===== src/rtl/tst_pkg.sv =====
// Package for the timeout slot table: sizes, request and status codes,
// the request, result and RAM control structs and the time conversion. No dependencies.
package tst_pkg;

	localparam int SLOTS    = 512;
	localparam int ADDR_W   = $clog2(SLOTS);
	localparam int SCAN_W   = ADDR_W + 1;
	localparam int CNT_W    = $clog2(SLOTS + 1);
	localparam int ID_EXT_W = (ADDR_W + 1 > 10) ? ADDR_W + 1 : 10;
	localparam int DATA_W   = 24 + 32 + 32 + 32;

	localparam logic [1:0] ACT_SET   = 2'd0;
	localparam logic [1:0] ACT_CLEAR = 2'd1;
	localparam logic [1:0] ACT_POP   = 2'd2;

	localparam logic [1:0] ST_DONE    = 2'd0;
	localparam logic [1:0] ST_NONE    = 2'd1;
	localparam logic [1:0] ST_FULL    = 2'd2;
	localparam logic [1:0] ST_INVALID = 2'd3;

	localparam int SCALE_SHIFT = 11;

	typedef struct packed {
		logic [1:0]  action;
		logic [31:0] now;
		logic [31:0] handler;
		logic [31:0] argument;
		logic [31:0] duration;
		logic [9:0]  slot_id;
	} tst_req_t;

	typedef struct packed {
		logic [1:0]  status;
		logic [9:0]  entry_id;
		logic [23:0] entry_handler;
		logic [31:0] entry_argument;
		logic [31:0] entry_start;
		logic [31:0] entry_duration;
		logic [9:0]  active_count;
	} tst_result_t;

	typedef struct packed {
		logic              occ_we;
		logic              occ_wdata;
		logic              data_we;
		logic [ADDR_W-1:0] waddr;
		logic              re;
		logic [ADDR_W-1:0] raddr;
	} tst_ram_ctl_t;

	// Convert the raw down-counter into timer ticks.
	function automatic logic [31:0] current_time(input logic [31:0] raw);
		logic [31:0] t;
		t = {1'b0, ~raw[31:1]};
		return t + (t >> SCALE_SHIFT);
	endfunction

endpackage


===== src/rtl/tst_cmp.sv =====
// Shared slot test unit: free-slot test for set, expiry add and compare for pop.
// Depends on tst_pkg.
module tst_cmp import tst_pkg::*; (
	input  logic        pop,
	input  logic        occ,
	input  logic [31:0] start,
	input  logic [31:0] duration,
	input  logic [31:0] now,
	output logic        hit
);

	logic [31:0] deadline;

	assign deadline = start + duration;
	assign hit      = pop ? (occ && (deadline <= now)) : !occ;

endmodule


===== config.mk =====
export PLATFORM = sky130hd
export DESIGN_NAME = tst_cmp
export DESIGN_NICKNAME = d
export VERILOG_FILES = /design/src/rtl/tst_pkg.sv /design/src/rtl/tst_cmp.sv
export SDC_FILE = /design/constraint.sdc
export NUM_CORES = 1
export LEC_CHECK = 0
export BUFFER_PORTS_ARGS = -buffer_cell sky130_fd_sc_hd__buf_2
export CAP_MARGIN = 20
export CORE_ASPECT_RATIO = 0.75
export CORE_MARGIN = 2
export CORE_UTILIZATION = 25
export DETAILED_ROUTE_END_ITERATION = 6
export SYNTH_ARGS = -nofsm -noshare
export SYNTH_HDL_FRONTEND = slang
export SYNTH_SLANG_ARGS = --single-unit
export TNS_END_PERCENT = 1

===== constraint.sdc =====
create_clock -name vclk -period 4.1
set_clock_uncertainty 0.1 [all_clocks]
set_input_delay 0 -clock vclk [all_inputs]
set_output_delay 0 -clock vclk [all_outputs]
set_load 0.005 [all_outputs]

# After elaboration in Yosys (flattened, before gate mapping)
# Cells that the tools add are included.
totals:
  regBits: 0
  input_bits: 98
classes:
  add_sub_neg: 1
  magnitude_cmp: 1
  n_mux: 1
  reduce_logical: 2
ops:
  columns: ["op", "n"]
  rows:
  - ["32-bit adder", 1]
  - ["32-bit <= comparator", 1]
  - ["1-bit logical AND", 1]
  - ["1-bit zero test", 1]
  - ["1-bit 2-to-1 mux", 1]

# Longest topological paths before layout
depth:
  depth_word: 4
  ltp_mapped: 18
  depth_no_buf: 18

# Worst setup path after synthesis
# Ideal clock, no wire load.
synth_timing:
  kind: "input port to output port"
  from: "input port start[0]"
  to: "output port hit"
  arrival_time_ns: 3.185
  setup_slack_ns: 0.815
  stages: 16
  path_cell_list: "ha_1 inv_1 fa_1 and2b_1 o2111ai_1 nand2_1 a31oi_1 o31ai_1 a31oi_1 xnor2_1 ha_1 nand4_1 or4_1 o211ai_1 a21oi_1 a211o_1"
synth_between:
  elab_chain_cells: 4
synth_rtl:
  columns: ["item", "line", "rtl"]
  rows:
  - ["start: declaration", "tst_cmp.sv:6", "input logic [31:0] start,"]
  - ["32-bit adder", "tst_cmp.sv:14", "assign deadline = start + duration;"]
  - ["32-bit <= comparator", "tst_cmp.sv:15", "assign hit = pop ? (occ && (deadline <= now)) : !occ;"]
  - ["1-bit logical AND", "tst_cmp.sv:15", null]
  - ["1-bit 2-to-1 mux", "tst_cmp.sv:15", null]
  - ["end: declaration", "tst_cmp.sv:9", "output logic hit"]
# No other way between the ends.

# Worst setup path in the final report
# Same ends and word-level chain as after synthesis.

==> results.md <==
- Seq/Total Area, Yosys: 0%
- Die Y: 93.9 um
- Hold Crit Depth: 4
- Maxcap violations: 0
- Critical path class: in -> out
- Final #Nets: 626
- Peak Freq: 258 MHz
- Worst setup SP type: input pin
- P_leak: between 1.5 and 2 nW
- Final hold vios: 0
- Netlist cell types: 60
- Worst setup startpoint: start[0]
- Initial Util: 26.0%
- Post-route DRC: 0
- Worst ir drop on vdd: between 0.00005 and 0.00006 V
- GRT Total Usage: 13.9%
- Worst hold path class: in -> out
- DRT antenna net count: 0
- Initial antenna violation count: 0
- Largest net degree at the start of global routing: 11
- Via density: just over 5
- Hpwl dp: 7.64 mm
- Max FO, Critical Path: 4
- Die W: 124 um
- Synthesized Nets: 536
- Syn. warnings: 0
- Seq Cell Count: 0
- RD Place Congestion: ~0.86
- Post-Synthesis Cells: approximately 370
- Die area: between 10000 and 15000 um^2
- Syn-to-layout area delta: 22.6%
- Final min period: around 3900 ps
- Vias in the first global route: 2862
- Remaining global-route overflow: 0
- Worst Hold End: hit
- Core Box Area: 10400 um^2
- Fin crit share: 94.4%
- IO buf count: 99
- # IOs: 99
- DR WL/cell: 14.2 um
- Core Rows: 32
- Data required time at the worst endpoint: 4000 ps
- Worst min-delay path startpoint: pop
- Initial DRC Count: around 190
- Drt pass-1 iters: 4
- Status: completed
- Mapped cell area: 2690 um^2
- Syn Area/Cell: roughly 7 um^2
- Final setup violation count: 0
- Tightest Pin Transition: 611 ps
- Share of cells above drive strength 1: 26.0%
- Setup_tns: 0 ps
- # diodes: 0
- PD cells: 171 nW/um^2
- First-pass GRT wire length: 13.2 mm
- Hold Slack: 342 ps
- Crit end category: output pin
- Slew Limit Headroom: 59.3%
- Final slew viol count: 0
- CLK BUF: 0
- Highest-count cells in the layout ignoring fill and taps: buf_2, ha_1, a21oi_1
- Final wirelength: between 8 and 9 mm
- FF+latch area: 0 um^2
- Routed via count: about 3000
- Critical Path AT: ~3800 ps
- Commonest non-fill, non-tap cell in the layout: buf_2
-- per-stage QoR --
| stage | cell area [um^2] | worst slack (ps) | instances | utilization, % | power, mW |
|---|---|---|---|---|---|
| floorplan | 2690 | 815 | 374 | - | 0.397 |
| global placement | 3280 | 352 | 597 | 31.6 | 0.542 |
| detailed placement | 3280 | 182 | 597 | 31.6 | 0.551 |
| CTS | 3280 | 153 | 597 | 31.6 | 0.555 |
| global route | 3300 | -21.9 | 598 | 31.8 | 0.635 |
| finish | 3300 | 230 | 598 | 31.8 | 0.563 |
-- synth_stat cells, types with 2 or more instances --
master	n	area share, %
and3_1	4	0.93
a31o_2	2	0.65
o21a_1	6	1.7
xor2_1	14	4.6
or2_2	4	0.93
nand3b_1	2	0.56
nand2_1	23	3.2
nand3_1	8	1.5
a32oi_1	2	0.65
a2111oi_2	2	1.1
nand2b_1	3	0.70
a21o_1	27	7.5
a21oi_1	44	8.2
a211oi_1	2	0.56
clkbuf_1	2	0.28
o31ai_1	4	1.1
nor3_1	5	0.93
a211o_1	2	0.65
clkbuf_2	3	0.56
nand4_1	14	3.3
nor2b_1	2	0.46
inv_1	40	5.6
o21ai_0	19	3.5
nor2_1	16	2.2
nor4_1	5	1.2
xnor2_1	14	4.6
ha_1	63	29
a31oi_1	5	1.2
buf_2	4	0.74
o211ai_1	3	0.84
-- critical path, stage by stage --
cell and delay (ps):
buf_2 80, ha_1 200, inv_1 70, fa_1 400
and2b_1 240, o2111ai_1 190, a21oi_2 230, o2111ai_2 230
a31oi_2 290, a31oi_1 130, xnor2_1 150, ha_1 310
nand4_1 150, or4_1 530, o211ai_1 100, a21oi_1 60
a211o_1 280, buf_2 140
-- cell type report --
type	count	area [um^2]
inverters	40	150
fillers	1163	7070
well taps	136	170
multi-input cells	320	2460
repair buffers	102	518
-- worst max-delay path by stage --
stage,to,slack (ps),cells after the start
after global placement,hit,350,18
after CTS,hit,150,18
after detailed placement,hit,180,18
final,hit,230,18
after floorplan,hit,810,16
after global routing,hit,-20,18
-- what timing repair did --
item | CTS | global route
setup buffers | 0 | 1
resized for setup | 0 | 3
setup endpoints to repair | 0 | 1
hold buffers | 0 | 0
-- routing by layer --
metal  global-route usage, %  vias to the layer above  share of wire (%)
met3                   0.789                        4                5.3
li1                        -                     1567                  -
met1                    22.3                     1345                 53
met5                       0                        -                  0
met4                   0.473                        0               0.35
met2                    21.1                       91                 41
-- power breakdown --
part           switching, mW  internal (mW)  total, mW
Clock                      0              0          0
Sequential                 0              0          0
Combinational          0.310          0.253      0.563
-- logic make-up (layout without fill, tap and decap cells) --
family	count (synthesis)	count (layout)	share of synthesized area [%]
compound gates	134	134	33.5
xor+xnor	28	28	9.11
fa+ha+maj	64	64	30.0
buf+inv	54	142	9.07
mux	1	1	0.372
simple gates	93	93	17.9
(Power assumes the default switching activity.)
