==> src/rtl/tst_ram.sv <==
// Generic single-write, single-read RAM with registered read data.
// No dependencies.
module tst_ram #(
	parameter int WIDTH = 8,
	parameter int DEPTH = 16
) (
	input  logic                     clk,
	input  logic                     we,
	input  logic [$clog2(DEPTH)-1:0] waddr,
	input  logic [WIDTH-1:0]         wdata,
	input  logic                     re,
	input  logic [$clog2(DEPTH)-1:0] raddr,
	output logic [WIDTH-1:0]         rdata
);

	logic [WIDTH-1:0] mem [DEPTH];

	always_ff @(posedge clk) begin
		if (we) begin
			mem[waddr] <= wdata;
		end
		if (re) begin
			rdata <= mem[raddr];
		end
	end

endmodule

==> config.mk <==
export PLATFORM = sky130hd
export DESIGN_NAME = tst_ram
export DESIGN_NICKNAME = d
export VERILOG_FILES = /design/src/rtl/tst_ram.sv
export SDC_FILE = /design/constraint.sdc
export NUM_CORES = 1
export LEC_CHECK = 0
export ABC_AREA = 1
export BUFFER_PORTS_ARGS = -buffer_cell sky130_fd_sc_hd__buf_2
export CORE_MARGIN = 5
export CORE_UTILIZATION = 58
export DETAILED_ROUTE_END_ITERATION = 8
export PLACE_DENSITY_LB_ADDON = 0.1
export SLEW_MARGIN = 10
export SYNTH_ARGS = -nofsm -noshare
export SYNTH_HDL_FRONTEND = slang
export SYNTH_SLANG_ARGS = --single-unit
==> constraint.sdc <==
create_clock -name clk -period 1.8 [get_ports clk]
set_input_delay 0.09 -clock clk [delete_from_list [all_inputs] [get_ports clk]]
set_output_delay 0.09 -clock clk [all_outputs]
set_load 0.01 [all_outputs]
* After elaboration in Yosys (flattened, before gate mapping)
Memory sizes are Yosys's and may differ from the RTL's. A register that Yosys moved wholly into a read port is not among the register bits.
Index checks and enable logic that the tools add are counted.
** Word-level totals
- Register bits :: 0
- Bits in writable memories :: 128
- Output and inout bits :: 8
- Memories :: 1
** Memories
- mem :: depth 16, width 8, rd ports 1, clocked after memory_dff 1, wr ports 1, line 16 : logic [WIDTH-1:0] mem [DEPTH];
** Cells by class
- Mux-type cells :: 2
** Operator list (count)
- two-way mux 1 bit :: 2

* Depth between registers and ports, before layout
Gate-level depths: netlist of the first run.
- Depth in word-level cells :: 2
- Mapped depth :: 8
- Gate-level depth less buffers :: 7

* Worst setup path after synthesis of the first run
OpenSTA, ideal clock, no wires.
- Path type :: input to register
- From :: input waddr[2]
- To :: memory mem[10][0] (enable)
- Library setup time :: 0.370 ns
- Arrival time :: 0.671 ns
- Required time :: 1.430 ns
- Path slack :: 0.759 ns
- Stages on the path :: 2
- Buffers on the path :: 0
- Path through :: nand3b_1 -> nor2_1
** RTL lines
- from (decl) :: line 9 : input logic [$clog2(DEPTH)-1:0] waddr,
- to (decl) :: line 16
No word-level cell before the write port.

* Worst setup path after layout of the first run
- From :: register rdata[5], read port of mem
- To :: output rdata[5]
** RTL lines
- from (decl) :: line 13 : output logic [WIDTH-1:0] rdata
No word-level cell between the ends.

==> run_summary.xml, run 1 <==
<?xml version="1.0" encoding="UTF-8"?>
<metrics>
  <group name="route">
    <metric name="drt_first_pass_iters" unit="">5</metric>
    <metric name="wl" unit="mm">12.9</metric>
    <metric name="wirelength_per_cell" unit="um">17.5</metric>
    <metric name="vias_per_cell" unit="">5.21</metric>
    <metric name="detail_route.drc_violations" unit="">0</metric>
    <metric name="dr.first_iter.drc_count" unit="">363</metric>
    <metric name="drt.antenna.violating_nets" unit="">0</metric>
    <metric name="overall_via_count_from_detail_route" unit="">3864</metric>
  </group>
  <group name="sta">
    <metric name="drv_slew" unit="">0</metric>
    <metric name="achievable_clock_frequency" unit="MHz">830</metric>
    <metric name="tns" unit="ns">0</metric>
    <metric name="final.setup_skew" unit="ns">0.00753</metric>
    <metric name="hold_slack" unit="ns">0.00546</metric>
    <metric name="tightestPinTransition" unit="ns">0.800</metric>
    <metric name="final-hold-violation-count" unit="">0</metric>
    <metric name="grt_setup_unrepaired" unit="">false</metric>
    <metric name="setup_viol_count_final" unit="">0</metric>
    <metric name="min_period_over_period" unit="">0.669</metric>
    <metric name="max_slew_margin" unit="">0.465</metric>
    <metric name="min_clock_period_post_route" unit="ns">1.21</metric>
    <metric name="least_setup_slack_across_all_paths_after_layout" unit="ns">0.595</metric>
  </group>
  <group name="worst_setup_path">
    <metric name="crit_path_dat" unit="ns">1.12</metric>
    <metric name="cp-start-kind" unit="">register</metric>
    <metric name="critPathRequiredTime" unit="ns">1.71</metric>
    <metric name="crit_path_max_delay_family" unit="">flip-flops</metric>
    <metric name="cp_num_buf_inv" unit="">1</metric>
    <metric name="crit_path_max_fo" unit="">1</metric>
    <metric name="crit_path_max_incr_delay" unit="ns">0.43</metric>
    <metric name="setup.reg_to_reg.worst_slack" unit="ns">0.63</metric>
    <metric name="rr_endpoint" unit="">rdata[6]</metric>
    <metric name="kind_of_critical_path" unit="">register to primary output</metric>
    <metric name="regToRegStartpoint" unit="">mem[9][6]</metric>
    <metric name="end_kind" unit="">primary output</metric>
    <metric name="cell_count_of_the_worst_reg_to_reg_path" unit="">6</metric>
    <metric name="timing.critical_path.cells" unit="">buf_2</metric>
    <metric name="crit_slowest_cell" unit="">sky130_fd_sc_hd__edfxtp_1</metric>
  </group>
  <group name="worst_hold_path">
    <metric name="worst_hold_path_cells" unit="">1</metric>
    <metric name="timing.hold.worst.start" unit="">wdata[5]</metric>
    <metric name="min_to" unit="">mem[9][5]</metric>
    <metric name="holdCritPathClass" unit="">input port to register</metric>
  </group>
  <group name="yosys">
    <metric name="synth_top_family_by_area" unit="">simple AND/OR/NAND/NOR gates</metric>
    <metric name="total_of_warnings_raised_by_yosys" unit="">0</metric>
    <metric name="syn_area" unit="mm2">0.00585</metric>
    <metric name="yosysMostFrequentCell" unit="">sky130_fd_sc_hd__nand2_1</metric>
    <metric name="multiplexer_fraction_of_the_synthesized_cell_area" unit="">0</metric>
    <metric name="synthTopCellsByArea" unit="">sky130_fd_sc_hd__edfxtp_1 (70%), sky130_fd_sc_hd__nand2_1 (11%), sky130_fd_sc_hd__nand3_1 (8.3%), sky130_fd_sc_hd__inv_1 (6.4%), sky130_fd_sc_hd__buf_6 (1.2%)</metric>
    <metric name="post_synth_most_frequent_cells" unit="">sky130_fd_sc_hd__nand2_1 (173), sky130_fd_sc_hd__edfxtp_1 (136), sky130_fd_sc_hd__inv_1 (100)</metric>
    <metric name="postSynth.asyncResetShare" unit="">0</metric>
    <metric name="post_synth_inst_count" unit="">551</metric>
    <metric name="yosysTopAreaCell" unit="">sky130_fd_sc_hd__edfxtp_1</metric>
    <metric name="complex_gate_fraction_of_the_synthesized_area" unit="">0</metric>
    <metric name="syn_area_per_cell" unit="um2">10.6</metric>
    <metric name="netlist.area_leader.share" unit="">0.698</metric>
    <metric name="synth_simple_gate_area_frac" unit="">0.208</metric>
    <metric name="sequential_element_share_of_the_synthesized_area" unit="">0.698</metric>
    <metric name="count_of_flip_flops_with_a_built_in_enable_after_synthesis" unit="">136</metric>
    <metric name="synth_ff_type" unit="">sky130_fd_sc_hd__edfxtp_1</metric>
    <metric name="xor_xnor_share_of_the_synthesized_area" unit="">0</metric>
    <metric name="number_of_register_bits_inferred_by_synthesis" unit="">136</metric>
    <metric name="synth_cell_type_count" unit="">11</metric>
    <metric name="yosys.area_share.adder" unit="">0</metric>
    <metric name="mappedNetlistNets" unit="">570</metric>
  </group>
  <group name="floorplanning">
    <metric name="io_pins" unit="">27</metric>
    <metric name="chipHeight" unit="um">110</metric>
    <metric name="floorplan.core_area" unit="mm2">0.00982</metric>
    <metric name="placementRows" unit="">36</metric>
    <metric name="start_util" unit="">0.595</metric>
    <metric name="design.die.area" unit="mm2">0.0122</metric>
    <metric name="die_span_in_x" unit="um">110</metric>
  </group>
  <group name="placed_design">
    <metric name="placement.io_buffers" unit="">26</metric>
    <metric name="dp_slack" unit="ns">0.382</metric>
    <metric name="final_weighted_congestion_of_routability_driven_global_placement" unit="">0.794</metric>
    <metric name="hpwlAfterDp" unit="mm">7.83</metric>
  </group>
  <group name="clocking">
    <metric name="worst_setup_hold_path_clk_slew" unit="ns">0.06</metric>
    <metric name="cts_buffer_depth" unit="">2</metric>
    <metric name="clock_sink_count" unit="">136</metric>
    <metric name="ctsResizeCount" unit="">0</metric>
    <metric name="htree_levels" unit="">4</metric>
    <metric name="clock_tree.root_cell" unit="">sky130_fd_sc_hd__clkbuf_8</metric>
    <metric name="num_cts_buffers" unit="">17</metric>
    <metric name="tritoncts" unit="">yes</metric>
    <metric name="clk-insertion-delay-late" unit="ns">0.52</metric>
  </group>
  <group name="final_layout">
    <metric name="post_route_cells_drive_above_1_share" unit="">0.128</metric>
    <metric name="storage_element_area" unit="mm2">0.00408</metric>
    <metric name="antenna_cells" unit="">0</metric>
    <metric name="nets" unit="">615</metric>
    <metric name="postLayoutCoreUtil" unit="">0.690</metric>
    <metric name="multi_input_area" unit="mm2">0.00121</metric>
    <metric name="fillCellCount" unit="">767</metric>
    <metric name="areaGrowthSynthToFinish" unit="%">15.9</metric>
  </group>
  <group name="global_routing">
    <metric name="track_usage" unit="">0.219</metric>
    <metric name="first_global_vias" unit="">3614</metric>
    <metric name="antenna_found_initial" unit="">0</metric>
    <metric name="grt_pass1_wl" unit="mm">20.3</metric>
    <metric name="global_route_total_overflow" unit="">0</metric>
    <metric name="grt_start_max_net_pins" unit="">65</metric>
  </group>
  <group name="pwr">
    <metric name="p_total" unit="mW">7.51</metric>
    <metric name="cellPowerDensity" unit="mW/mm2">1110</metric>
    <metric name="vdd_drop_max" unit="mV">0.671</metric>
    <metric name="leakagePower" unit="nW">2.94</metric>
  </group>
  <group name="flow_run">
    <metric name="drv.max_cap_violation_count" unit="">0</metric>
  </group>
  <group name="status">
    <metric name="outcome" unit="">completed</metric>
  </group>
</metrics>
## routing by layer
metal  track usage  vias to the layer above  part of all wire
met5             0                        -                 0
met4        0.0575                        0            0.0067
met3        0.0449                        9             0.079
met2         0.331                      163              0.47
met1         0.327                     1823              0.45
li1              -                     1869                 -
## final cells by class
| type | count | area share |
|---|---|---|
| clock buffer | 17 | 0.0611 |
| timing repair buffer | 50 | 0.0491 |
| inverter | 102 | 0.0565 |
| tap | 133 | 0.0246 |
| clock inverter | 15 | 0.0271 |
| sequential | 136 | 0.603 |
| multi-input combinational | 289 | 0.179 |
## registers in the layout, summed over array words and instances, names as in the netlist
| signal | count |
|---|---|
| rdata | 8 |
| mem | 128 |
## stage by stage
stage	instance area (um2)	cells
detailed placement	6140	706
global route	6780	742
floorplan	5850	551
CTS	6780	742
finish	6780	742
global placement	6140	706
## placed cells by master, fill, tap and decap left out
| master | instances |
|---|---|
| sky130_fd_sc_hd__bufinv_16 | 4 |
| sky130_fd_sc_hd__buf_2 | 26 |
| sky130_fd_sc_hd__clkinv_1 | 2 |
| sky130_fd_sc_hd__inv_2 | 2 |
| sky130_fd_sc_hd__buf_4 | 19 |
| sky130_fd_sc_hd__clkinvlp_4 | 3 |
| sky130_fd_sc_hd__inv_1 | 100 |
| sky130_fd_sc_hd__nand3b_1 | 2 |
| sky130_fd_sc_hd__nor2_1 | 17 |
| sky130_fd_sc_hd__nand2_1 | 173 |
| sky130_fd_sc_hd__edfxtp_1 | 136 |
| sky130_fd_sc_hd__buf_12 | 1 |
| sky130_fd_sc_hd__dlygate4sd3_1 | 4 |
| sky130_fd_sc_hd__clkinv_4 | 1 |
| sky130_fd_sc_hd__nand3_1 | 97 |
| sky130_fd_sc_hd__clkbuf_8 | 1 |
| sky130_fd_sc_hd__clkinv_2 | 5 |
| sky130_fd_sc_hd__clkbuf_16 | 16 |
## worst max-delay path by stage
stage,startpoint,end,slack [ns],cells after the start
finish,rdata[5],rdata[5],0.59,1
global route,mem[3][3],rdata[3],0.55,6
CTS,rdata[5],rdata[5],0.57,1
detailed placement,waddr[2],mem[11][1],0.38,3
global placement,waddr[2],mem[11][1],0.38,3
floorplan,waddr[2],mem[10][0],0.76,2
## power breakdown
| group | internal (mW) | total, mW | leakage, nW | switching (mW) |
|---|---|---|---|---|
| combinational | 0.128 | 0.436 | 1.42 | 0.308 |
| clock | 2.22 | 3.48 | 0.288 | 1.26 |
| sequential | 3.57 | 3.59 | 1.24 | 0.0216 |
| total | 5.92 | 7.51 | 2.94 | 1.59 |
## timing repair
item	in CTS	in global routing
hold endpoints to repair	56	0
hold buffers	4	0
setup endpoints to repair	0	0
buffers inserted	0	0
## logic make-up after synthesis
kind of cell | after synthesis
buffers and inverters | 126
AND/OR/NAND/NOR | 289
flip-flops | 136
(Power assumes the default switching activity.)
==> inputs of run 2 (changes only) <==
--- a/config.mk
+++ b/config.mk
@@ -5,7 +5,7 @@
 export SDC_FILE = /design/constraint.sdc
 export NUM_CORES = 1
 export LEC_CHECK = 0
-export ABC_AREA = 1
+export ABC_AREA = 0
 export BUFFER_PORTS_ARGS = -buffer_cell sky130_fd_sc_hd__buf_2
 export CORE_MARGIN = 5
 export CORE_UTILIZATION = 58
==> constraint.sdc (replaced) <==
create_clock -name clk -period 1.2 [get_ports clk]
set_input_delay 0.06 -clock clk [delete_from_list [all_inputs] [get_ports clk]]
set_output_delay 0.06 -clock clk [all_outputs]
set_load 0.01 [all_outputs]
==> run 2 against run 1 <==
  * Critical path depth is 2 higher
  * First-iteration DRC count is 30% lower
  * Clock power up 38%
  * Synthesized area decreased by 11%
  * Highest routed layer unchanged
  * The flow now finishes with violations (setup timing)
  * Non-clock buffer count rose by 14
  * Register-to-register slack worse by 0.86 ns
  * Cell count decreased by 43%
  * Sequential share of layout area grew 4.0 points
==> run_summary.xml, run 2 <==
<?xml version="1.0" encoding="UTF-8"?>
<metrics>
  <group name="worst_hold_path">
    <metric name="holdCritPathClass" unit="">input port to register</metric>
    <metric name="timing.hold.worst.start" unit="">waddr[1]</metric>
    <metric name="min_to" unit="">mem[4][7]</metric>
    <metric name="worst_hold_path_cells" unit="">3</metric>
  </group>
  <group name="global_routing">
    <metric name="track_usage" unit="">0.202</metric>
    <metric name="grt_start_max_net_pins" unit="">17</metric>
    <metric name="global_route_total_overflow" unit="">0</metric>
    <metric name="first_global_vias" unit="">2705</metric>
    <metric name="grt_pass1_wl" unit="mm">16.0</metric>
    <metric name="antenna_found_initial" unit="">0</metric>
  </group>
  <group name="yosys">
    <metric name="xor_xnor_share_of_the_synthesized_area" unit="">0</metric>
    <metric name="yosysMostFrequentCell" unit="">sky130_fd_sc_hd__edfxtp_1</metric>
    <metric name="post_synth_inst_count" unit="">229</metric>
    <metric name="synth_cell_type_count" unit="">18</metric>
    <metric name="synthTopCellsByArea" unit="">sky130_fd_sc_hd__edfxtp_1 (78%), sky130_fd_sc_hd__mux4_2 (7.8%), sky130_fd_sc_hd__mux4_1 (7.0%), sky130_fd_sc_hd__a22oi_1 (2.3%), sky130_fd_sc_hd__nor2_1 (0.93%)</metric>
    <metric name="netlist.area_leader.share" unit="">0.781</metric>
    <metric name="postSynth.asyncResetShare" unit="">0</metric>
    <metric name="syn_area_per_cell" unit="um2">22.8</metric>
    <metric name="synth_ff_type" unit="">sky130_fd_sc_hd__edfxtp_1</metric>
    <metric name="yosysTopAreaCell" unit="">sky130_fd_sc_hd__edfxtp_1</metric>
    <metric name="synth_top_family_by_area" unit="">multiplexers</metric>
    <metric name="count_of_flip_flops_with_a_built_in_enable_after_synthesis" unit="">136</metric>
    <metric name="mappedNetlistNets" unit="">248</metric>
    <metric name="syn_area" unit="mm2">0.00523</metric>
    <metric name="total_of_warnings_raised_by_yosys" unit="">0</metric>
    <metric name="multiplexer_fraction_of_the_synthesized_cell_area" unit="">0.148</metric>
    <metric name="yosys.area_share.adder" unit="">0</metric>
    <metric name="sequential_element_share_of_the_synthesized_area" unit="">0.781</metric>
    <metric name="number_of_register_bits_inferred_by_synthesis" unit="">136</metric>
    <metric name="synth_simple_gate_area_frac" unit="">0.0314</metric>
    <metric name="post_synth_most_frequent_cells" unit="">sky130_fd_sc_hd__edfxtp_1 (136), sky130_fd_sc_hd__mux4_2 (18), sky130_fd_sc_hd__a22oi_1 (16)</metric>
    <metric name="complex_gate_fraction_of_the_synthesized_area" unit="">0.0230</metric>
  </group>
  <group name="flow_run">
    <metric name="drv.max_cap_violation_count" unit="">0</metric>
  </group>
  <group name="worst_setup_path">
    <metric name="crit_path_max_fo" unit="">1</metric>
    <metric name="crit_path_dat" unit="ns">1.68</metric>
    <metric name="critPathRequiredTime" unit="ns">1.45</metric>
    <metric name="cell_count_of_the_worst_reg_to_reg_path" unit="">3</metric>
    <metric name="regToRegStartpoint" unit="">mem[7][7]</metric>
    <metric name="rr_endpoint" unit="">rdata[7]</metric>
    <metric name="cp-start-kind" unit="">register</metric>
    <metric name="kind_of_critical_path" unit="">register to register</metric>
    <metric name="setup.reg_to_reg.worst_slack" unit="ns">-0.23</metric>
    <metric name="end_kind" unit="">register</metric>
  </group>
  <group name="final_layout">
    <metric name="largest_register_by_flop_count" unit="">mem</metric>
    <metric name="final_cell_mix" unit="">sky130_fd_sc_hd__edfxtp_1 (136), sky130_fd_sc_hd__mux4_2 (32), sky130_fd_sc_hd__buf_2 (26), sky130_fd_sc_hd__buf_4 (23), sky130_fd_sc_hd__clkbuf_16 (16)</metric>
    <metric name="areaGrowthSynthToFinish" unit="%">21.6</metric>
    <metric name="largestRegisters" unit="">mem x128, rdata x8</metric>
    <metric name="postLayoutCoreUtil" unit="">0.725</metric>
    <metric name="storage_element_area" unit="mm2">0.00408</metric>
    <metric name="mostFrequentLayoutCell" unit="">sky130_fd_sc_hd__edfxtp_1</metric>
    <metric name="fillCellCount" unit="">510</metric>
    <metric name="post_route_cells_drive_above_1_share" unit="">0.416</metric>
    <metric name="multi_input_area" unit="mm2">0.00106</metric>
    <metric name="final_design_area_no_fill" unit="mm2">0.00636</metric>
    <metric name="antenna_cells" unit="">0</metric>
    <metric name="nets" unit="">321</metric>
    <metric name="largest_register_ffs" unit="">128</metric>
  </group>
  <group name="floorplanning">
    <metric name="start_util" unit="">0.597</metric>
    <metric name="design.die.area" unit="mm2">0.0110</metric>
    <metric name="die_span_in_x" unit="um">105</metric>
    <metric name="placementRows" unit="">34</metric>
    <metric name="chipHeight" unit="um">105</metric>
    <metric name="io_pins" unit="">27</metric>
    <metric name="floorplan.core_area" unit="mm2">0.00876</metric>
  </group>
  <group name="pwr">
    <metric name="cellPowerDensity" unit="mW/mm2">1690</metric>
    <metric name="vdd_drop_max" unit="mV">1.22</metric>
    <metric name="leakagePower" unit="nW">2.15</metric>
  </group>
  <group name="sta">
    <metric name="tns" unit="ns">-1.53</metric>
    <metric name="least_setup_slack_across_all_paths_after_layout" unit="ns">-0.226</metric>
    <metric name="setup_viol_count_final" unit="">8</metric>
    <metric name="achievable_clock_frequency" unit="MHz">701</metric>
    <metric name="final.setup_skew" unit="ns">0.0171</metric>
    <metric name="grt_setup_unrepaired" unit="">true</metric>
    <metric name="min_clock_period_post_route" unit="ns">1.43</metric>
    <metric name="max_slew_margin" unit="">0.399</metric>
    <metric name="final-hold-violation-count" unit="">0</metric>
    <metric name="tightestPinTransition" unit="ns">0.897</metric>
    <metric name="drv_slew" unit="">0</metric>
    <metric name="hold_slack" unit="ns">0.128</metric>
    <metric name="min_period_over_period" unit="">1.19</metric>
  </group>
  <group name="clocking">
    <metric name="cts_buffer_depth" unit="">2</metric>
    <metric name="clock_sink_count" unit="">136</metric>
    <metric name="clk-insertion-delay-late" unit="ns">0.51</metric>
    <metric name="num_cts_buffers" unit="">17</metric>
    <metric name="htree_levels" unit="">4</metric>
    <metric name="worst_setup_hold_path_clk_slew" unit="ns">0.06</metric>
    <metric name="tritoncts" unit="">yes</metric>
    <metric name="clock_tree.root_cell" unit="">sky130_fd_sc_hd__clkbuf_8</metric>
  </group>
  <group name="placed_design">
    <metric name="placement.io_buffers" unit="">26</metric>
    <metric name="placed_cell_area" unit="mm2">0.00566</metric>
    <metric name="hpwlAfterDp" unit="mm">6.21</metric>
    <metric name="final_weighted_congestion_of_routability_driven_global_placement" unit="">0.732</metric>
  </group>
  <group name="route">
    <metric name="drt_first_pass_iters" unit="">4</metric>
    <metric name="wirelength_per_cell" unit="um">24.2</metric>
    <metric name="detail_route.drc_violations" unit="">0</metric>
    <metric name="wl" unit="mm">10.3</metric>
    <metric name="vias_per_cell" unit="">5.99</metric>
    <metric name="dr.first_iter.drc_count" unit="">254</metric>
    <metric name="overall_via_count_from_detail_route" unit="">2532</metric>
    <metric name="drt.antenna.violating_nets" unit="">0</metric>
  </group>
  <group name="status">
    <metric name="failed_checks" unit="">setup timing</metric>
    <metric name="outcome" unit="">finished, violations left</metric>
  </group>
</metrics>
## run 2: cell count changes in the layout (fill, tap and decap cells not counted), moves of 7 or more
cell,previous run,this run
sky130_fd_sc_hd__a22oi_1,0,7
sky130_fd_sc_hd__a22oi_2,0,9
sky130_fd_sc_hd__clkinv_4,1,8
sky130_fd_sc_hd__inv_1,100,0
sky130_fd_sc_hd__mux4_2,0,32
sky130_fd_sc_hd__nand2_1,173,9
sky130_fd_sc_hd__nand3_1,97,1
## run 2: layout make-up
class	count	share of cell area
Sequential cell	136	0.642
Multi-Input combinational cell	83	0.167
Timing Repair Buffer	64	0.0807
Clock buffer	17	0.0651
Clock inverter	15	0.0230
Tap cell	108	0.0213
## run 2: worst max path at each step
stage / from / end / cells after the start
after floorplan: waddr[2] / mem[3][0] / 2
after global routing: mem[7][7] / rdata[7] / 3
after detailed placement: raddr[0] / rdata[0] / 6
after CTS: mem[11][0] / rdata[0] / 3
after global placement: raddr[0] / rdata[0] / 6
final: mem[7][7] / rdata[7] / 3
## run 2: cells by family (layout without fill, tap and decap cells)
family | after synthesis | count (layout)
AO/OA/AOI/OAI | 16 | 16
buffers and inverters | 10 | 96
flip-flops | 136 | 136
multiplexers | 32 | 32
AND/OR/NAND/NOR | 35 | 35
## run 2: metal layers
layer / vias up / part of all wire / GRT usage
li1: 1120 / - / -
met1: 1303 / 0.42 / 0.283
met2: 102 / 0.51 / 0.317
met3: 7 / 0.066 / 0.0506
met4: 0 / 0.0079 / 0.0630
met5: - / 0 / 0
## run 2: through the flow
step / worst slack [ns] / cells / total power [mW]
6_report: -0.226 / 423 / 10.8
5_1_grt: -0.268 / 423 / 11.1
4_1_cts: -0.222 / 423 / 10.8
3_5_place_dp: -0.499 / 382 / 6.04
3_3_place_gp: -0.503 / 382 / 6.03
2_1_floorplan: -0.126 / 229 / 5.78
## run 2: where the power goes
| part | leakage (nW) | switching, mW | internal, mW |
|---|---|---|---|
| clock network | 0.277 | 2.00 | 2.79 |
| logic | 0.636 | 0.318 | 0.282 |
| registers | 1.24 | 0.0299 | 5.35 |
| total | 2.15 | 2.35 | 8.42 |
## run 2: critical path, stage by stage, from the launching register on
cell                       delay (ns)
sky130_fd_sc_hd__edfxtp_1        0.35
sky130_fd_sc_hd__mux4_2          0.54
sky130_fd_sc_hd__a22oi_2         0.19
sky130_fd_sc_hd__nand2_1         0.08
## run 2: what timing repair did
action | CTS | global route
hold endpoints to repair | 136 | 0
hold buffers | 9 | 0
endpoints found under the setup margin | 8 | 8
gates resized for setup | 7 | 2
buffers inserted | 0 | 0
pin swaps | 0 | 1
