File: src/rtl/tst_pkg.sv
// Package for the timeout slot table: sizes, request and status codes,
// the request, result and RAM control structs and the time conversion. No dependencies.
package tst_pkg;

	localparam int SLOTS    = 512;
	localparam int ADDR_W   = $clog2(SLOTS);
	localparam int SCAN_W   = ADDR_W + 1;
	localparam int CNT_W    = $clog2(SLOTS + 1);
	localparam int ID_EXT_W = (ADDR_W + 1 > 10) ? ADDR_W + 1 : 10;
	localparam int DATA_W   = 24 + 32 + 32 + 32;

	localparam logic [1:0] ACT_SET   = 2'd0;
	localparam logic [1:0] ACT_CLEAR = 2'd1;
	localparam logic [1:0] ACT_POP   = 2'd2;

	localparam logic [1:0] ST_DONE    = 2'd0;
	localparam logic [1:0] ST_NONE    = 2'd1;
	localparam logic [1:0] ST_FULL    = 2'd2;
	localparam logic [1:0] ST_INVALID = 2'd3;

	localparam int SCALE_SHIFT = 11;

	typedef struct packed {
		logic [1:0]  action;
		logic [31:0] now;
		logic [31:0] handler;
		logic [31:0] argument;
		logic [31:0] duration;
		logic [9:0]  slot_id;
	} tst_req_t;

	typedef struct packed {
		logic [1:0]  status;
		logic [9:0]  entry_id;
		logic [23:0] entry_handler;
		logic [31:0] entry_argument;
		logic [31:0] entry_start;
		logic [31:0] entry_duration;
		logic [9:0]  active_count;
	} tst_result_t;

	typedef struct packed {
		logic              occ_we;
		logic              occ_wdata;
		logic              data_we;
		logic [ADDR_W-1:0] waddr;
		logic              re;
		logic [ADDR_W-1:0] raddr;
	} tst_ram_ctl_t;

	// Convert the raw down-counter into timer ticks.
	function automatic logic [31:0] current_time(input logic [31:0] raw);
		logic [31:0] t;
		t = {1'b0, ~raw[31:1]};
		return t + (t >> SCALE_SHIFT);
	endfunction

endpackage

File: src/rtl/tst_ctrl.sv
// Sequencer of the timeout slot table: clearing pass, slot scan, clear by id.
// Depends on tst_pkg; drives the occupancy and entry RAMs and uses tst_cmp's hit.
module tst_ctrl import tst_pkg::*; (
	input  logic              clk,
	input  logic              arst_n,
	input  logic              req_valid,
	input  tst_req_t          req,
	output logic              req_ready,
	output tst_ram_ctl_t      ram_ctl,
	output logic [DATA_W-1:0] data_wdata,
	input  logic              occ_rd,
	input  logic [DATA_W-1:0] data_rd,
	output logic              scan_pop,
	output logic [31:0]       now,
	input  logic              hit,
	output logic              res_valid,
	output tst_result_t       res,
	input  logic              res_take
);

	typedef enum logic [2:0] {S_INIT, S_IDLE, S_SCAN, S_CLRCHK, S_FINISH} state_t;

	state_t            state_q;
	logic [ADDR_W-1:0] init_q;
	logic [SCAN_W-1:0] scan_q;
	logic              vld_s1;
	logic [ADDR_W-1:0] addr_s1;
	logic [1:0]        op_q;
	logic [31:0]       now_q;
	logic [23:0]       handler_q;
	logic [31:0]       argument_q;
	logic [31:0]       duration_q;
	logic [ADDR_W-1:0] slot_q;
	logic [1:0]        status_q;
	logic [9:0]        id_q;
	logic [23:0]       eh_q;
	logic [31:0]       ea_q;
	logic [31:0]       es_q;
	logic [31:0]       ed_q;
	logic [CNT_W-1:0]  count_q;

	logic [ID_EXT_W-1:0] slot_ext;
	logic                slot_ok;
	logic [ADDR_W-1:0]   slot_addr;
	logic                handler_ok;
	logic                accept;
	logic                issue;
	logic                found;
	logic                miss;

	assign slot_ext   = ID_EXT_W'(req.slot_id);
	assign slot_ok    = (slot_ext != '0) && (slot_ext <= ID_EXT_W'(SLOTS));
	assign slot_addr  = ADDR_W'(slot_ext - ID_EXT_W'(1));
	assign handler_ok = (req.handler != '0) && (req.handler[31:24] == 8'd0);

	assign req_ready = (state_q == S_IDLE);
	assign accept    = req_valid && req_ready;
	assign issue     = (state_q == S_SCAN) && (scan_q < SCAN_W'(SLOTS));
	assign found     = (state_q == S_SCAN) && vld_s1 && hit;
	assign miss      = (state_q == S_SCAN) && !vld_s1 && !issue;

	assign scan_pop = (op_q == ACT_POP);
	assign now      = now_q;

	always_comb begin
		ram_ctl.occ_we    = 1'b0;
		ram_ctl.occ_wdata = 1'b0;
		ram_ctl.data_we   = 1'b0;
		ram_ctl.waddr     = addr_s1;
		ram_ctl.re        = issue || (accept && (req.action == ACT_CLEAR) && slot_ok);
		ram_ctl.raddr     = (state_q == S_IDLE) ? slot_addr : scan_q[ADDR_W-1:0];
		if (state_q == S_INIT) begin
			ram_ctl.occ_we = 1'b1;
			ram_ctl.waddr  = init_q;
		end else if (found) begin
			ram_ctl.occ_we    = 1'b1;
			ram_ctl.occ_wdata = (op_q == ACT_SET);
			ram_ctl.data_we   = (op_q == ACT_SET);
		end else if ((state_q == S_CLRCHK) && occ_rd) begin
			ram_ctl.occ_we = 1'b1;
			ram_ctl.waddr  = slot_q;
		end
	end

	assign data_wdata = {handler_q, argument_q, now_q, duration_q};

	assign res_valid = (state_q == S_FINISH);
	always_comb begin
		res.status         = status_q;
		res.entry_id       = id_q;
		res.entry_handler  = eh_q;
		res.entry_argument = ea_q;
		res.entry_start    = es_q;
		res.entry_duration = ed_q;
		res.active_count   = 10'(count_q);
	end

	always_ff @(posedge clk or negedge arst_n) begin
		if (!arst_n) begin
			state_q <= S_INIT;
			init_q  <= '0;
			scan_q  <= '0;
			vld_s1  <= 1'b0;
			count_q <= '0;
		end else begin
			case (state_q)
				S_INIT: begin
					init_q <= init_q + ADDR_W'(1);
					if (init_q == ADDR_W'(SLOTS - 1)) begin
						state_q <= S_IDLE;
					end
				end
				S_IDLE: begin
					if (accept) begin
						op_q       <= req.action;
						now_q      <= req.now;
						handler_q  <= req.handler[23:0];
						argument_q <= req.argument;
						duration_q <= req.duration;
						slot_q     <= slot_addr;
						id_q       <= '0;
						eh_q       <= '0;
						ea_q       <= '0;
						es_q       <= '0;
						ed_q       <= '0;
						scan_q     <= '0;
						vld_s1     <= 1'b0;
						status_q   <= ST_INVALID;
						state_q    <= S_FINISH;
						case (req.action)
							ACT_SET: begin
								if (handler_ok) begin
									state_q <= S_SCAN;
								end
							end
							ACT_CLEAR: begin
								if (req.slot_id == 10'd0) begin
									status_q <= ST_DONE;
								end else if (slot_ok) begin
									state_q <= S_CLRCHK;
								end
							end
							ACT_POP: begin
								state_q <= S_SCAN;
							end
							default: begin
								state_q <= S_FINISH;
							end
						endcase
					end
				end
				S_SCAN: begin
					vld_s1  <= issue;
					addr_s1 <= scan_q[ADDR_W-1:0];
					if (issue) begin
						scan_q <= scan_q + SCAN_W'(1);
					end
					if (found) begin
						status_q <= ST_DONE;
						id_q     <= 10'(SCAN_W'(addr_s1) + SCAN_W'(1));
						state_q  <= S_FINISH;
						if (op_q == ACT_POP) begin
							count_q <= count_q - CNT_W'(1);
							eh_q    <= data_rd[DATA_W-1 -: 24];
							ea_q    <= data_rd[95:64];
							es_q    <= data_rd[63:32];
							ed_q    <= data_rd[31:0];
						end else begin
							count_q <= count_q + CNT_W'(1);
						end
					end else if (miss) begin
						status_q <= (op_q == ACT_SET) ? ST_FULL : ST_NONE;
						state_q  <= S_FINISH;
					end
				end
				S_CLRCHK: begin
					if (occ_rd) begin
						count_q  <= count_q - CNT_W'(1);
						status_q <= ST_DONE;
						id_q     <= 10'(SCAN_W'(slot_q) + SCAN_W'(1));
					end
					state_q <= S_FINISH;
				end
				S_FINISH: begin
					if (res_take) begin
						state_q <= S_IDLE;
					end
				end
				default: begin
					state_q <= S_IDLE;
				end
			endcase
		end
	end

endmodule

File: config.mk
export PLATFORM = sky130hd
export DESIGN_NAME = tst_ctrl
export DESIGN_NICKNAME = d
export VERILOG_FILES = /design/src/rtl/tst_pkg.sv /design/src/rtl/tst_ctrl.sv
export SDC_FILE = /design/constraint.sdc
export NUM_CORES = 1
export LEC_CHECK = 0
export BUFFER_PORTS_ARGS = -buffer_cell sky130_fd_sc_hd__buf_4
export CORE_AREA = 2 2 229 231
export DETAILED_ROUTE_END_ITERATION = 10
export DIE_AREA = 0 0 231 233
export GPL_TIMING_DRIVEN = 0
export PLACE_DENSITY_LB_ADDON = 0.08
export SLEW_MARGIN = 25
export SYNTH_ARGS = -nofsm -noshare
export SYNTH_HDL_FRONTEND = slang
export SYNTH_SLANG_ARGS = --single-unit
export TNS_END_PERCENT = 5
File: constraint.sdc
create_clock -name clk -period 5.25 [get_ports clk]
set_clock_uncertainty 0.05 [all_clocks]
set_input_delay 0 -clock clk [delete_from_list [all_inputs] [get_ports clk]]
set_output_delay 0 -clock clk [all_outputs]
set_load 0.01 [all_outputs]
### Yosys cells after proc, flatten, opt, wreduce, memory -nomap -nowiden

Cells that the tools add are included.

| storage, ports and cells | value |
|---|---|
| register bits | 305 |
| input port bits | 266 |
| output and inout port bits | 319 |

| operators by class | value |
|---|---|
| add/subtract/negate cells | 7 |
| magnitude comparators | 2 |
| equal/unequal tests | 16 |
| mux-type cells | 53 |
| reduce and logical (&&, ||, !) cells | 33 |

Operators by type and width:

| cell | count |
|---|---|
| $mux W32 | 7 |
| $pmux W32 S2 | 3 |
| $mux W24 | 3 |
| $mux W10 | 7 |
| $pmux W24 S2 | 1 |
| $pmux W10 S2 | 2 |
| $mux W9 | 4 |
| $reduce_bool A32 Y1 | 1 |
| $pmux W10 S3 | 1 |
| $mux W3 | 8 |
| $add A10 B1 Y10 const B | 2 |
| $add A9 B1 Y10 const B | 2 |
| $mux W2 | 9 |
| $pmux W3 S5 | 1 |
| $reduce_and A5 Y1 | 3 |
| $logic_and A1 B1 Y1 | 11 |
| $le A10 B10 Y1 const B | 1 |
| $logic_not A10 Y1 | 1 |
| $lt A10 B10 Y1 const B | 1 |
| $reduce_bool A10 Y1 | 1 |
| $sub A10 B1 Y10 const B | 1 |
| $add A9 B1 Y9 const B | 1 |
| $eq A9 B9 Y1 const B | 1 |
| $pmux W3 S3 | 1 |
| other kinds (22) | 38 |

### Longest topological paths before layout

Gate-level depths: netlist (run 1).

| logic depth | value |
|---|---|
| depth in word-level cells | 7 |
| gate-level depth with buffers | 9 |
| depth with buffers taken out | 9 |

### Worst setup path after synthesis (run 1)

No wires, ideal clock.

| timing | value |
|---|---|
| path kind | reg2reg |
| start point | reg state_q[2] |
| end point | reg argument_q[0], enable pin |
| arrival time | 3.932 ns |
| required time | 4.695 ns |
| path slack | 0.763 ns |
| cell stages (with the launch flop) | 4 |
| cells stage by stage | dfrtp_1 > clkbuf_1 > and4bb_2 > and2_1 |

| on the way | value |
|---|---|
| longest elaborated chain between the ends | 3 |

RTL lines:

| what | RTL line | text |
|---|---|---|
| start, declared | tst_ctrl.sv:23 | `state_t state_q;` |
| start signal, assigned | tst_ctrl.sv:100 | `state_q <= S_INIT;` |
| start signal, assigned | tst_ctrl.sv:110 | `state_q <= S_IDLE;` |
| start signal, assigned | tst_ctrl.sv:129 | `state_q <= S_FINISH;` |
| $eq A3 B1 Y1 (*) | tst_ctrl.sv:56, tst_ctrl.sv:106 |  |
| $logic_and A1 B1 Y1 | tst_ctrl.sv:57 | `assign accept = req_valid && req_ready;` |
| $reduce_and A3 Y1 (no source line) (*) | - |  |
| end signal, assigned | tst_ctrl.sv:118 | `argument_q <= req.argument;` |
| end, declared | tst_ctrl.sv:31 | `logic [31:0] argument_q;` |

Mark *: on every way between the ends. The rest lies on a longest branch, timed or not.
A chain may end at the register's enable or synchronous reset.

### Final worst setup path (run 1)

| timing | value |
|---|---|
| start point | reg state_q[1] |
| end point | reg ed_q[24], enable pin |

| on the way | value |
|---|---|
| longest elaborated chain between the ends | 5 |
| elaborated cells on any way between the ends | 10 |
| classes of those cells | eq/ne (5); reduce/logical (5) |

RTL lines:

| what | RTL line | text |
|---|---|---|
| $eq A3 B2 Y1 | tst_ctrl.sv:59, tst_ctrl.sv:106 |  |
| $logic_and A1 B1 Y1 (2 in series) | tst_ctrl.sv:59 | `assign found = (state_q == S_SCAN) && vld_s1 && hit;` |
| $ne A2 B2 Y1 (no source line) | - |  |
| $reduce_and A5 Y1 (no source line) (*) | - |  |
| end signal, assigned | tst_ctrl.sv:167 | `ed_q <= data_rd[31:0];` |
| end, declared | tst_ctrl.sv:39 | `logic [31:0] ed_q;` |

Marks and branches as above.

==> impl_metrics.ini, run 1 <==
[setup_path]
crit_family = buffers and inverters
cp_slowest_stage_delay_ns = 0.58
critPathBufInv = 3
path_common_cell = buf_16
path_max_fanout = 48
crit_path_start_kind = register
crit_path_end_kind = register
crit_path_top_delay_cell = clkbuf_1
path_class = register to register
crit_chain = nor2b_1, clkbuf_1, nand2_1, o21ai_0, and3_4, buf_16, buf_16
cp.arrival_ns = 3.34
crit_required_ns = 5.41

[detailed_routing]
viasPerCell = 4.17
antenna_left = 0
num_vias = 10000
dr.first_iter.drc_count = 457
drc_errors = 0
wl_per_cell_um = 20.1
first_pass_iters = 4
finalWirelength_um = 48300

[finish]
syn_to_final_growth_pct = 76.2
post-route-util_pct = 41.6
final_nets = 1965
drive_gt1_share_pct = 41.0
instances_no_fill = 2401

[power]
finalPower_mw = 7.51
p_leak_nw = 9.26
vdd_ir_drop_max_mv = 0.220
cellPowerDensity_nw_per_um2 = 353

[run]
cap_violations = 0

[clock_network]
cts_tree = built
cts.sinks = 305
cts_resized = 0
clkLatencyLatePin_ns = 0.53
root_buffer = clkbuf_16
cts.path.max_buffers = 3
htreeDepth = 2
post_cts_buffers = 0
path_clk_slew_ns = 0.06
cts_buffers = 38

[outcome]
outcome = finished clean

[synthesis]
synthTopCellsByCount = edfxtp_1 (272), and3_1 (128), nand2_1 (46), buf_4 (34)
yosysSeqAreaShare_pct = 74.6
syn-cell-area_um2 = 12100
syn_avg_cell_area_um2 = 15.1
ys_top_cells_by_area = edfxtp_1 (68%), dfrtp_1 (6.8%), and3_1 (6.6%), buf_4 (2.1%), xnor2_1 (1.5%)
syn_inst = 798
ys_warn_count = 0
syn_nets = 1072
synth-main-ff-cell = edfxtp_1
synth_edf_count = 272
synth_most_common_cell = edfxtp_1
async_flop_share_pct = 10.8
ys_ff_latch = 305
synth_cell_types = 49
synth_top_area_cell = edfxtp_1
synth_top_area_share_pct = 67.7

[timing]
fin_tns_setup_ns = 0
rsz0062_at_grt = false
finalSetupViolCount = 0
worst_pin_slew_ns = 0.802
fmax_mhz = 315
drv_slew = 0
hold_viol = 0
relSlewSlack_pct = 46.4
period_needed_ns = 3.18
period_share_pct = 60.5

[die]
dieArea_um2 = 53800
core_area_um2 = 51100
pin_count = 585
die_h_um = 233
die_x_um = 231
rows = 83
initial_core_util_pct = 23.6

[placed_design]
dp_hpwl_um = 36900
portBuffers = 584
gp_congestion = 0.774
placed_cells_incl_taps = 2066

[global_route]
grt_pass1_wl_um = 68200
antenna_found_initial = 2
grt_pass1_vias = 10300
grt-ovfl-total = 0
grt_use_total_pct = 17.3
grt_max_degree = 52

[hold_path]
hp-class = input port to register
==> worst min-delay path, stage by stage <==
cell	delay, ns
buf_4	0.14
o21ai_0	0.15
nand2_1	0.06
nand3b_1	0.11
nor2b_1	0.08
==> sequential cells by signal, summed over array words and instances, names as in the netlist, 3 cells and up <==
register    count
init_q          9
ed_q           32
scan_q         10
eh_q           24
es_q           32
duration_q     32
slot_q          9
handler_q      24
now            32
id_q           10
argument_q     32
ea_q           32
state_q         3
addr_s1         9
count_q        10
==> per-layer routing <==
layer  track usage (%)  share of wire, %  routed length, um
met1              19.7                38              18400
met2              30.8                52              25000
met3              5.27               7.6               3680
met4              5.34               2.6               1250
met5                 0                 0                  0
==> layout make-up <==
class / count / area, um2
sequential: 305 / 8990
clock buffer: 46 / 1030
inverter: 12 / 45.0
buffer: 72 / 409
timing repair buffer: 853 / 7150
multi-input combinational: 409 / 2630
tap: 680 / 851
antenna: 2 / 5.00
fill: 4953 / 29800
clock inverter: 22 / 130
==> path summary, 6_finish.rpt <==
path,from,end,slack (ns),cells after the start
hold / removal,occ_rd,status_q[0],0.13,5
setup reg to reg,state_q[1],ed_q[24],2.07,7
max in group asynchronous,arst_n,vld_s1,4.39,4
setup / recovery,state_q[1],ed_q[24],2.07,7
min in group asynchronous,arst_n,init_q[3],0.55,4
hold reg to reg,count_q[9],count_q[9],0.42,1
==> where the power goes <==
| group | total [mW] | switching [mW] | internal, mW | leakage, nW |
|---|---|---|---|---|
| Clock | 2.48 | 1.03 | 1.45 | 0.570 |
| Combinational | 1.88 | 1.00 | 0.881 | 5.74 |
| Sequential | 3.15 | 0.156 | 2.99 | 2.95 |
| Total | 7.51 | 2.19 | 5.32 | 9.26 |
==> kinds of logic after synthesis <==
logic type	share of synthesized area, %
flip-flops	74.6
adder cells (fa/ha/maj)	0.830
multiplexers	2.35
AO/OA/AOI/OAI	2.59
buffers and inverters	3.77
XOR/XNOR	2.54
AND/OR/NAND/NOR	13.4
==> stage by stage <==
step                      hold slack [ns]  setup WS (ns)  area (um2)
after floorplan                    -0.346          0.763       12100
after global placement            -0.0181          -1.49       17300
after detailed placement          -0.0223           1.90       17400
after CTS                          0.0813           1.89       21200
after global routing                0.106           1.66       21200
final                               0.133           2.07       21200
==> layout by cell type (no fill, tap or decap), types with 3 or more instances in the layout <==
| cell | synthesis | routed |
|---|---|---|
| clkinv_1 | 0 | 11 |
| or4_1 | 4 | 4 |
| inv_1 | 12 | 12 |
| nor2b_1 | 3 | 3 |
| buf_4 | 34 | 618 |
| edfxtp_1 | 272 | 272 |
| nor4_1 | 13 | 12 |
| buf_16 | 0 | 3 |
| nor3_1 | 12 | 12 |
| clkbuf_16 | 0 | 40 |
| dlygate4sd3_1 | 0 | 264 |
| nand4_1 | 8 | 8 |
| a21oi_1 | 9 | 8 |
| clkinv_2 | 0 | 7 |
| dfrtp_1 | 33 | 33 |
| clkbuf_1 | 33 | 38 |
| nor2_1 | 28 | 28 |
| o21ai_0 | 29 | 29 |
| ha_1 | 8 | 8 |
| nand3_1 | 20 | 20 |
| xnor2_1 | 21 | 21 |
| nand2_1 | 46 | 46 |
| buf_2 | 3 | 3 |
| nand2b_1 | 5 | 5 |
| xor2_1 | 14 | 14 |
| a211oi_1 | 3 | 3 |
| mux2i_1 | 16 | 16 |
| and3_1 | 128 | 127 |
| mux2_2 | 11 | 11 |
| nand3b_1 | 3 | 3 |
==> timing repair <==
action,CTS,global route
endpoints found under the setup margin,0,0
hold endpoints to repair,290,0
hold buffers,265,0
(Power assumes the default switching activity.)
==> run 2: changes to the inputs <==
- ABC_AREA: default -> 1
- CORE_AREA: 2 2 229 231 -> 2 2 225 227
- DIE_AREA: 0 0 231 233 -> 0 0 227 229
- clock period: 5.25 -> 3.05 ns (I/O delays scaled with it)
==> impl_metrics.ini, run 2 <==
[clock_network]
cts_tree = built
root_buffer = clkbuf_16
cts.sinks = 305
htreeDepth = 2
clkLatencyLatePin_ns = 0.54
cts_buffers = 39
path_clk_slew_ns = 0.06
cts.path.max_buffers = 3

[finish]
final_nets = 2240
final_common_cell = buf_4
drive_gt1_share_pct = 36.7
multiInputGateArea_um2 = 2390
fill_cells = 4782
syn_to_final_growth_pct = 76.5
seq_area_um2 = 8990
post-route-util_pct = 44.0
layout_common_cells = buf_4 (631), edfxtp_1 (272), dlygate4sd3_1 (264), nor2_1 (197), inv_1 (183)

[run]
cap_violations = 0

[outcome]
outcome = finished clean

[setup_path]
crit_path_end_kind = register
path_max_fanout = 10
crit_required_ns = 3.20
cp.arrival_ns = 3.02
path_class = register to register
crit_path_start_kind = register

[die]
die_h_um = 229
rows = 82
initial_core_util_pct = 24.9
core_area_um2 = 49700
die_x_um = 227
dieArea_um2 = 52000
pin_count = 585

[detailed_routing]
num_vias = 10700
drc_errors = 0
dr.first_iter.drc_count = 429
wl_per_cell_um = 17.9
first_pass_iters = 4
finalWirelength_um = 47900
viasPerCell = 4.01
antenna_left = 0

[timing]
finalSetupViolCount = 0
hold_viol = 0
rsz0062_at_grt = true
whs_ns = 0.0377
period_needed_ns = 2.87
drv_slew = 0
period_share_pct = 94.2
relSlewSlack_pct = 37.9
fmax_mhz = 348
worst_pin_slew_ns = 0.928

[synthesis]
syn_avg_cell_area_um2 = 11.8
yosysSeqAreaShare_pct = 72.7
synthTopCellsByCount = edfxtp_1 (272), nor2_1 (201), inv_1 (184), nand2_1 (131), o21ai_0 (35)
syn-cell-area_um2 = 12400
synth_cell_types = 39
synth_top_family_by_area = simple AND/OR/NAND/NOR gates
synth_fa_ha_area_share_pct = 0.809
syn_nets = 1323
synth_compound_area_share_pct = 3.31
yosys.area_share.simple_pct = 13.3
ys_ff_latch = 305
muxShareOfSynthArea_pct = 0
ys_warn_count = 0
synth_edf_count = 272
synthXorXnorAreaFrac_pct = 1.42
async_flop_share_pct = 10.8
synth-main-ff-cell = edfxtp_1
synth_top_area_cell = edfxtp_1
syn_inst = 1049
ys_top_cells_by_area = edfxtp_1 (66%), dfrtp_1 (6.7%), nor2_1 (6.1%), inv_1 (5.6%), nand2_1 (4.0%)
synth_most_common_cell = edfxtp_1
synth_top_area_share_pct = 66.0

[placed_design]
dp_hpwl_um = 37400
gp_congestion = 0.852
portBuffers = 584

[power]
p_leak_nw = 9.89
cellPowerDensity_nw_per_um2 = 435
vdd_ir_drop_max_mv = 0.284
finalPower_mw = 9.50

[global_route]
grt_max_degree = 34
grt-ovfl-total = 0
grt_use_total_pct = 18.2
antenna_found_initial = 3
grt_pass1_vias = 11300
grt_pass1_wl_um = 70200

[hold_path]
hp-class = input port to register
## run 2: final cells by class
cell class	instances	area share [%]
Clock buffer	47	4.80
Clock inverter	22	0.550
Antenna cell	3	0.0344
Sequential cell	305	41.2
Multi-Input combinational cell	501	10.9
Timing Repair Buffer	876	33.8
Inverter	190	3.29
Tap cell	672	3.85
Buffer	53	1.55
## run 2: path summary, 6_finish.rpt
path / from / end / slack (ns) / cells past startpoint
max: state_q[2] / addr_s1[2] / 0.18 / 7
min: req[100] / state_q[1] / 0.04 / 10
max reg2reg: state_q[2] / addr_s1[2] / 0.18 / 7
min reg2reg: scan_q[7] / addr_s1[7] / 0.40 / 0
max in group asynchronous: arst_n / scan_q[7] / 2.24 / 4
min in group asynchronous: arst_n / init_q[2] / 0.50 / 4
## run 2: what timing repair did
action,in CTS,in global routing
gates cloned,0,0
resized for setup,2,1
endpoints found under the setup margin,55,40
hold endpoints to repair,299,0
buffers inserted,4,2
hold buffers,265,0
pin swaps,1,1
## run 2: per-stage QoR
stage               std cells  setup TNS (ns)  cell area (um2)  worst slack (ns)
floorplan                1049         -520.69            12400             -2.48
global placement         2305        -1094.05            17700             -4.93
detailed placement       2326           -9.59            17900            -0.389
CTS                      2664               0            21800            0.0424
global route             2668          -0.173            21800           -0.0235
finish                   2669               0            21800             0.176
## run 2: metal layers
layer | share of wire, % | GRT usage (%) | up-vias | routed length, um
li1 | - | - | 5243 | -
met1 | 39 | 21.3 | 5029 | 18800
met2 | 50 | 31.3 | 355 | 23700
met3 | 9.1 | 6.81 | 61 | 4380
met4 | 2.0 | 4.41 | 2 | 979
met5 | 0.027 | 0 | - | 13
## run 2: kinds of logic after synthesis
group | after synthesis
and+or+nand+nor | 399
DFF | 305
buffers and inverters | 243
AOI/OAI and AO/OA | 74
xor gates and xnor gates | 20
adders and majority gates | 8
## run 2: where the power goes
| part | leakage [nW] | total (mW) | switching [mW] | internal (mW) |
|---|---|---|---|---|
| sequential | 2.87 | 4.52 | 0 | 4.52 |
| clock | 0.580 | 4.33 | 1.81 | 2.51 |
| combinational | 6.44 | 0.650 | 0.193 | 0.457 |
| total | 9.89 | 9.50 | 2.01 | 7.49 |
## run 2: worst max-delay path, stage by stage, from the launching register on
cell	delay (ns)
dfrtp_1	0.44
inv_2	0.15
nand2_4	0.13
nor2_4	0.29
clkinv_1	0.29
clkbuf_1	0.44
buf_2	0.38
nor2_4	0.33
==> run 3: changes to the inputs <==
- ABC_AREA: 1 -> 0
- CORE_AREA: 2 2 225 227 -> 2 2 229 231
- DIE_AREA: 0 0 227 229 -> 0 0 231 233
- TNS_END_PERCENT: 5 -> 1
==> impl_metrics.ini, run 3 (same netlist as run 1, synthesis figures left out) <==
[detailed_routing]
wl_per_cell_um = 20.6
viasPerCell = 4.23
finalWirelength_um = 49600
met3WireLength_um = 3540
wl_met1_um = 19300
drc_errors = 0
dr.max_layer_used = met5
num_vias = 10200
first_pass_iters = 4
dr.first_iter.drc_count = 429
antenna_left = 0
wl_met2_um = 25500

[global_route]
grt_max_degree = 48
grt_pass1_vias = 10400
grt_pass1_wl_um = 69400
grt_use_total_pct = 17.7
grt-ovfl-total = 0
antenna_found_initial = 10

[power]
cellPowerDensity_nw_per_um2 = 607
swShare_pct = 29.4
power.net_switching_mw = 3.80
intPower_mw = 9.11
p_leak_nw = 9.26
seqPwrFrac_pct = 42.0
vdd_ir_drop_max_mv = 0.465
finalPower_mw = 12.9
p_clk_share_pct = 32.7
p_comb_share_pct = 25.3

[setup_path]
cp_slowest_stage_delay_ns = 0.61
path_max_fanout = 42
crit_required_ns = 3.22
crit_chain = nor2b_1, clkbuf_2, nand2_1, o21ai_1, and3_4, buf_12, buf_12
crit_path_end_kind = register
path_common_cell = buf_12
cp.arrival_ns = 3.14
path_class = register to register
crit_path_start_kind = register
critPathBufInv = 3
crit_path_top_delay_cell = o21ai_1
crit_family = buffers and inverters

[die]
core_area_um2 = 51100
dieArea_um2 = 53800
initial_core_util_pct = 23.6
rows = 83
die_x_um = 231
die_h_um = 233
pin_count = 585

[hold_path]
hp-class = input port to asynchronous set/reset pin

[timing]
finalSetupViolCount = 0
period_needed_ns = 2.97
worst_pin_slew_ns = 0.774
fin_ws_ns = 0.0816
drv_slew = 0
fmax_mhz = 337
rsz0062_at_grt = false
relSlewSlack_pct = 48.4
period_share_pct = 97.3
hold_viol = 0

[placed_design]
portBuffers = 584
dpl-instance-area_um2 = 17400
dp_hpwl_um = 37500
gp_congestion = 0.810
preCtsSetupSlack_ns = -0.249

[clock_network]
root_buffer = clkbuf_16
path_clk_slew_ns = 0.06
clkLatencyLatePin_ns = 0.54
cts_tree = built
cts.sinks = 305
htreeDepth = 2
cts_buffers = 38
cts.path.max_buffers = 3

[finish]
final_nets = 1968
final_common_cell = buf_4
syn_to_final_growth_pct = 76.2
fin_area_um2 = 21300
multiInputGateArea_um2 = 2650
fill_cells = 4934
seq_area_um2 = 8990
drive_gt1_share_pct = 41.4
layout_common_cells = buf_4 (619), edfxtp_1 (272), dlygate4sd3_1 (263), and3_1 (127), nand2_1 (46)
post-route-util_pct = 41.6

[run]
cap_violations = 0

[outcome]
outcome = finished clean
## run 3: tightest hold or removal path, delay by kind of cell
kind,cells,cell delay (ns)
buffers and inverters,3,1.01
## run 3: power groups by stage
stage / Clock, mW / Combinational [mW] / Sequential [mW]
final: 4.22 / 3.27 / 5.42
after global routing: 4.52 / 3.54 / 5.48
after CTS: 4.38 / 3.32 / 5.43
after detailed placement: 0 / 2.97 / 5.51
after global placement: 0 / 2.93 / 5.58
after floorplan: 0 / 1.11 / 5.68
## run 3: final cells by class
class | instances | share of cell area, %
clock inverters | 15 | 0.542
flip-flops and latches | 305 | 42.3
inverters | 12 | 0.212
multi-input cells | 411 | 12.5
clock buffers | 49 | 4.77
well taps | 680 | 4.00
diodes | 5 | 0.0589
repair buffers | 854 | 33.7
plain buffers | 72 | 1.93
## run 3: routing by layer
layer | up-vias | GRT usage (%)
li1 | 4774 | -
met1 | 4969 | 20.4
met2 | 350 | 31.6
met3 | 66 | 5.15
met4 | 4 | 5.38
met5 | - | 0
## run 3: path summary, 6_finish.rpt
check                            from           to  slack, ns  cells after the start
hold reg to reg            count_q[9]   count_q[9]       0.42                      1
max in group asynchronous      arst_n    scan_q[7]       2.66                      3
setup / recovery           state_q[1]     ed_q[29]       0.08                      7
hold / removal                 arst_n    init_q[4]       0.07                      3
setup reg to reg           state_q[1]     ed_q[29]       0.08                      7
min in group clk               req[3]  status_q[0]       0.07                      5
## run 3: repair_timing
item / 4_1_cts / 5_1_grt
hold buffers: 264 / 0
gates cloned: 2 / 0
gates resized for setup: 2 / 1
setup buffers: 1 / 0
pin swaps: 1 / 0
setup endpoints to repair: 38 / 36
endpoints found under the hold margin: 290 / 0
## run 3: per-stage QoR
| stage | setup TNS [ns] | std cells | hold slack, ns |
|---|---|---|---|
| CTS | 0 | 2398 | 0.0232 |
| finish | 0 | 2403 | 0.0676 |
| floorplan | -171.73 | 798 | -0.346 |
| global route | 0 | 2401 | 0.0626 |
| detailed placement | -8.82 | 2067 | -0.0223 |
| global placement | -556.19 | 2062 | -0.0229 |
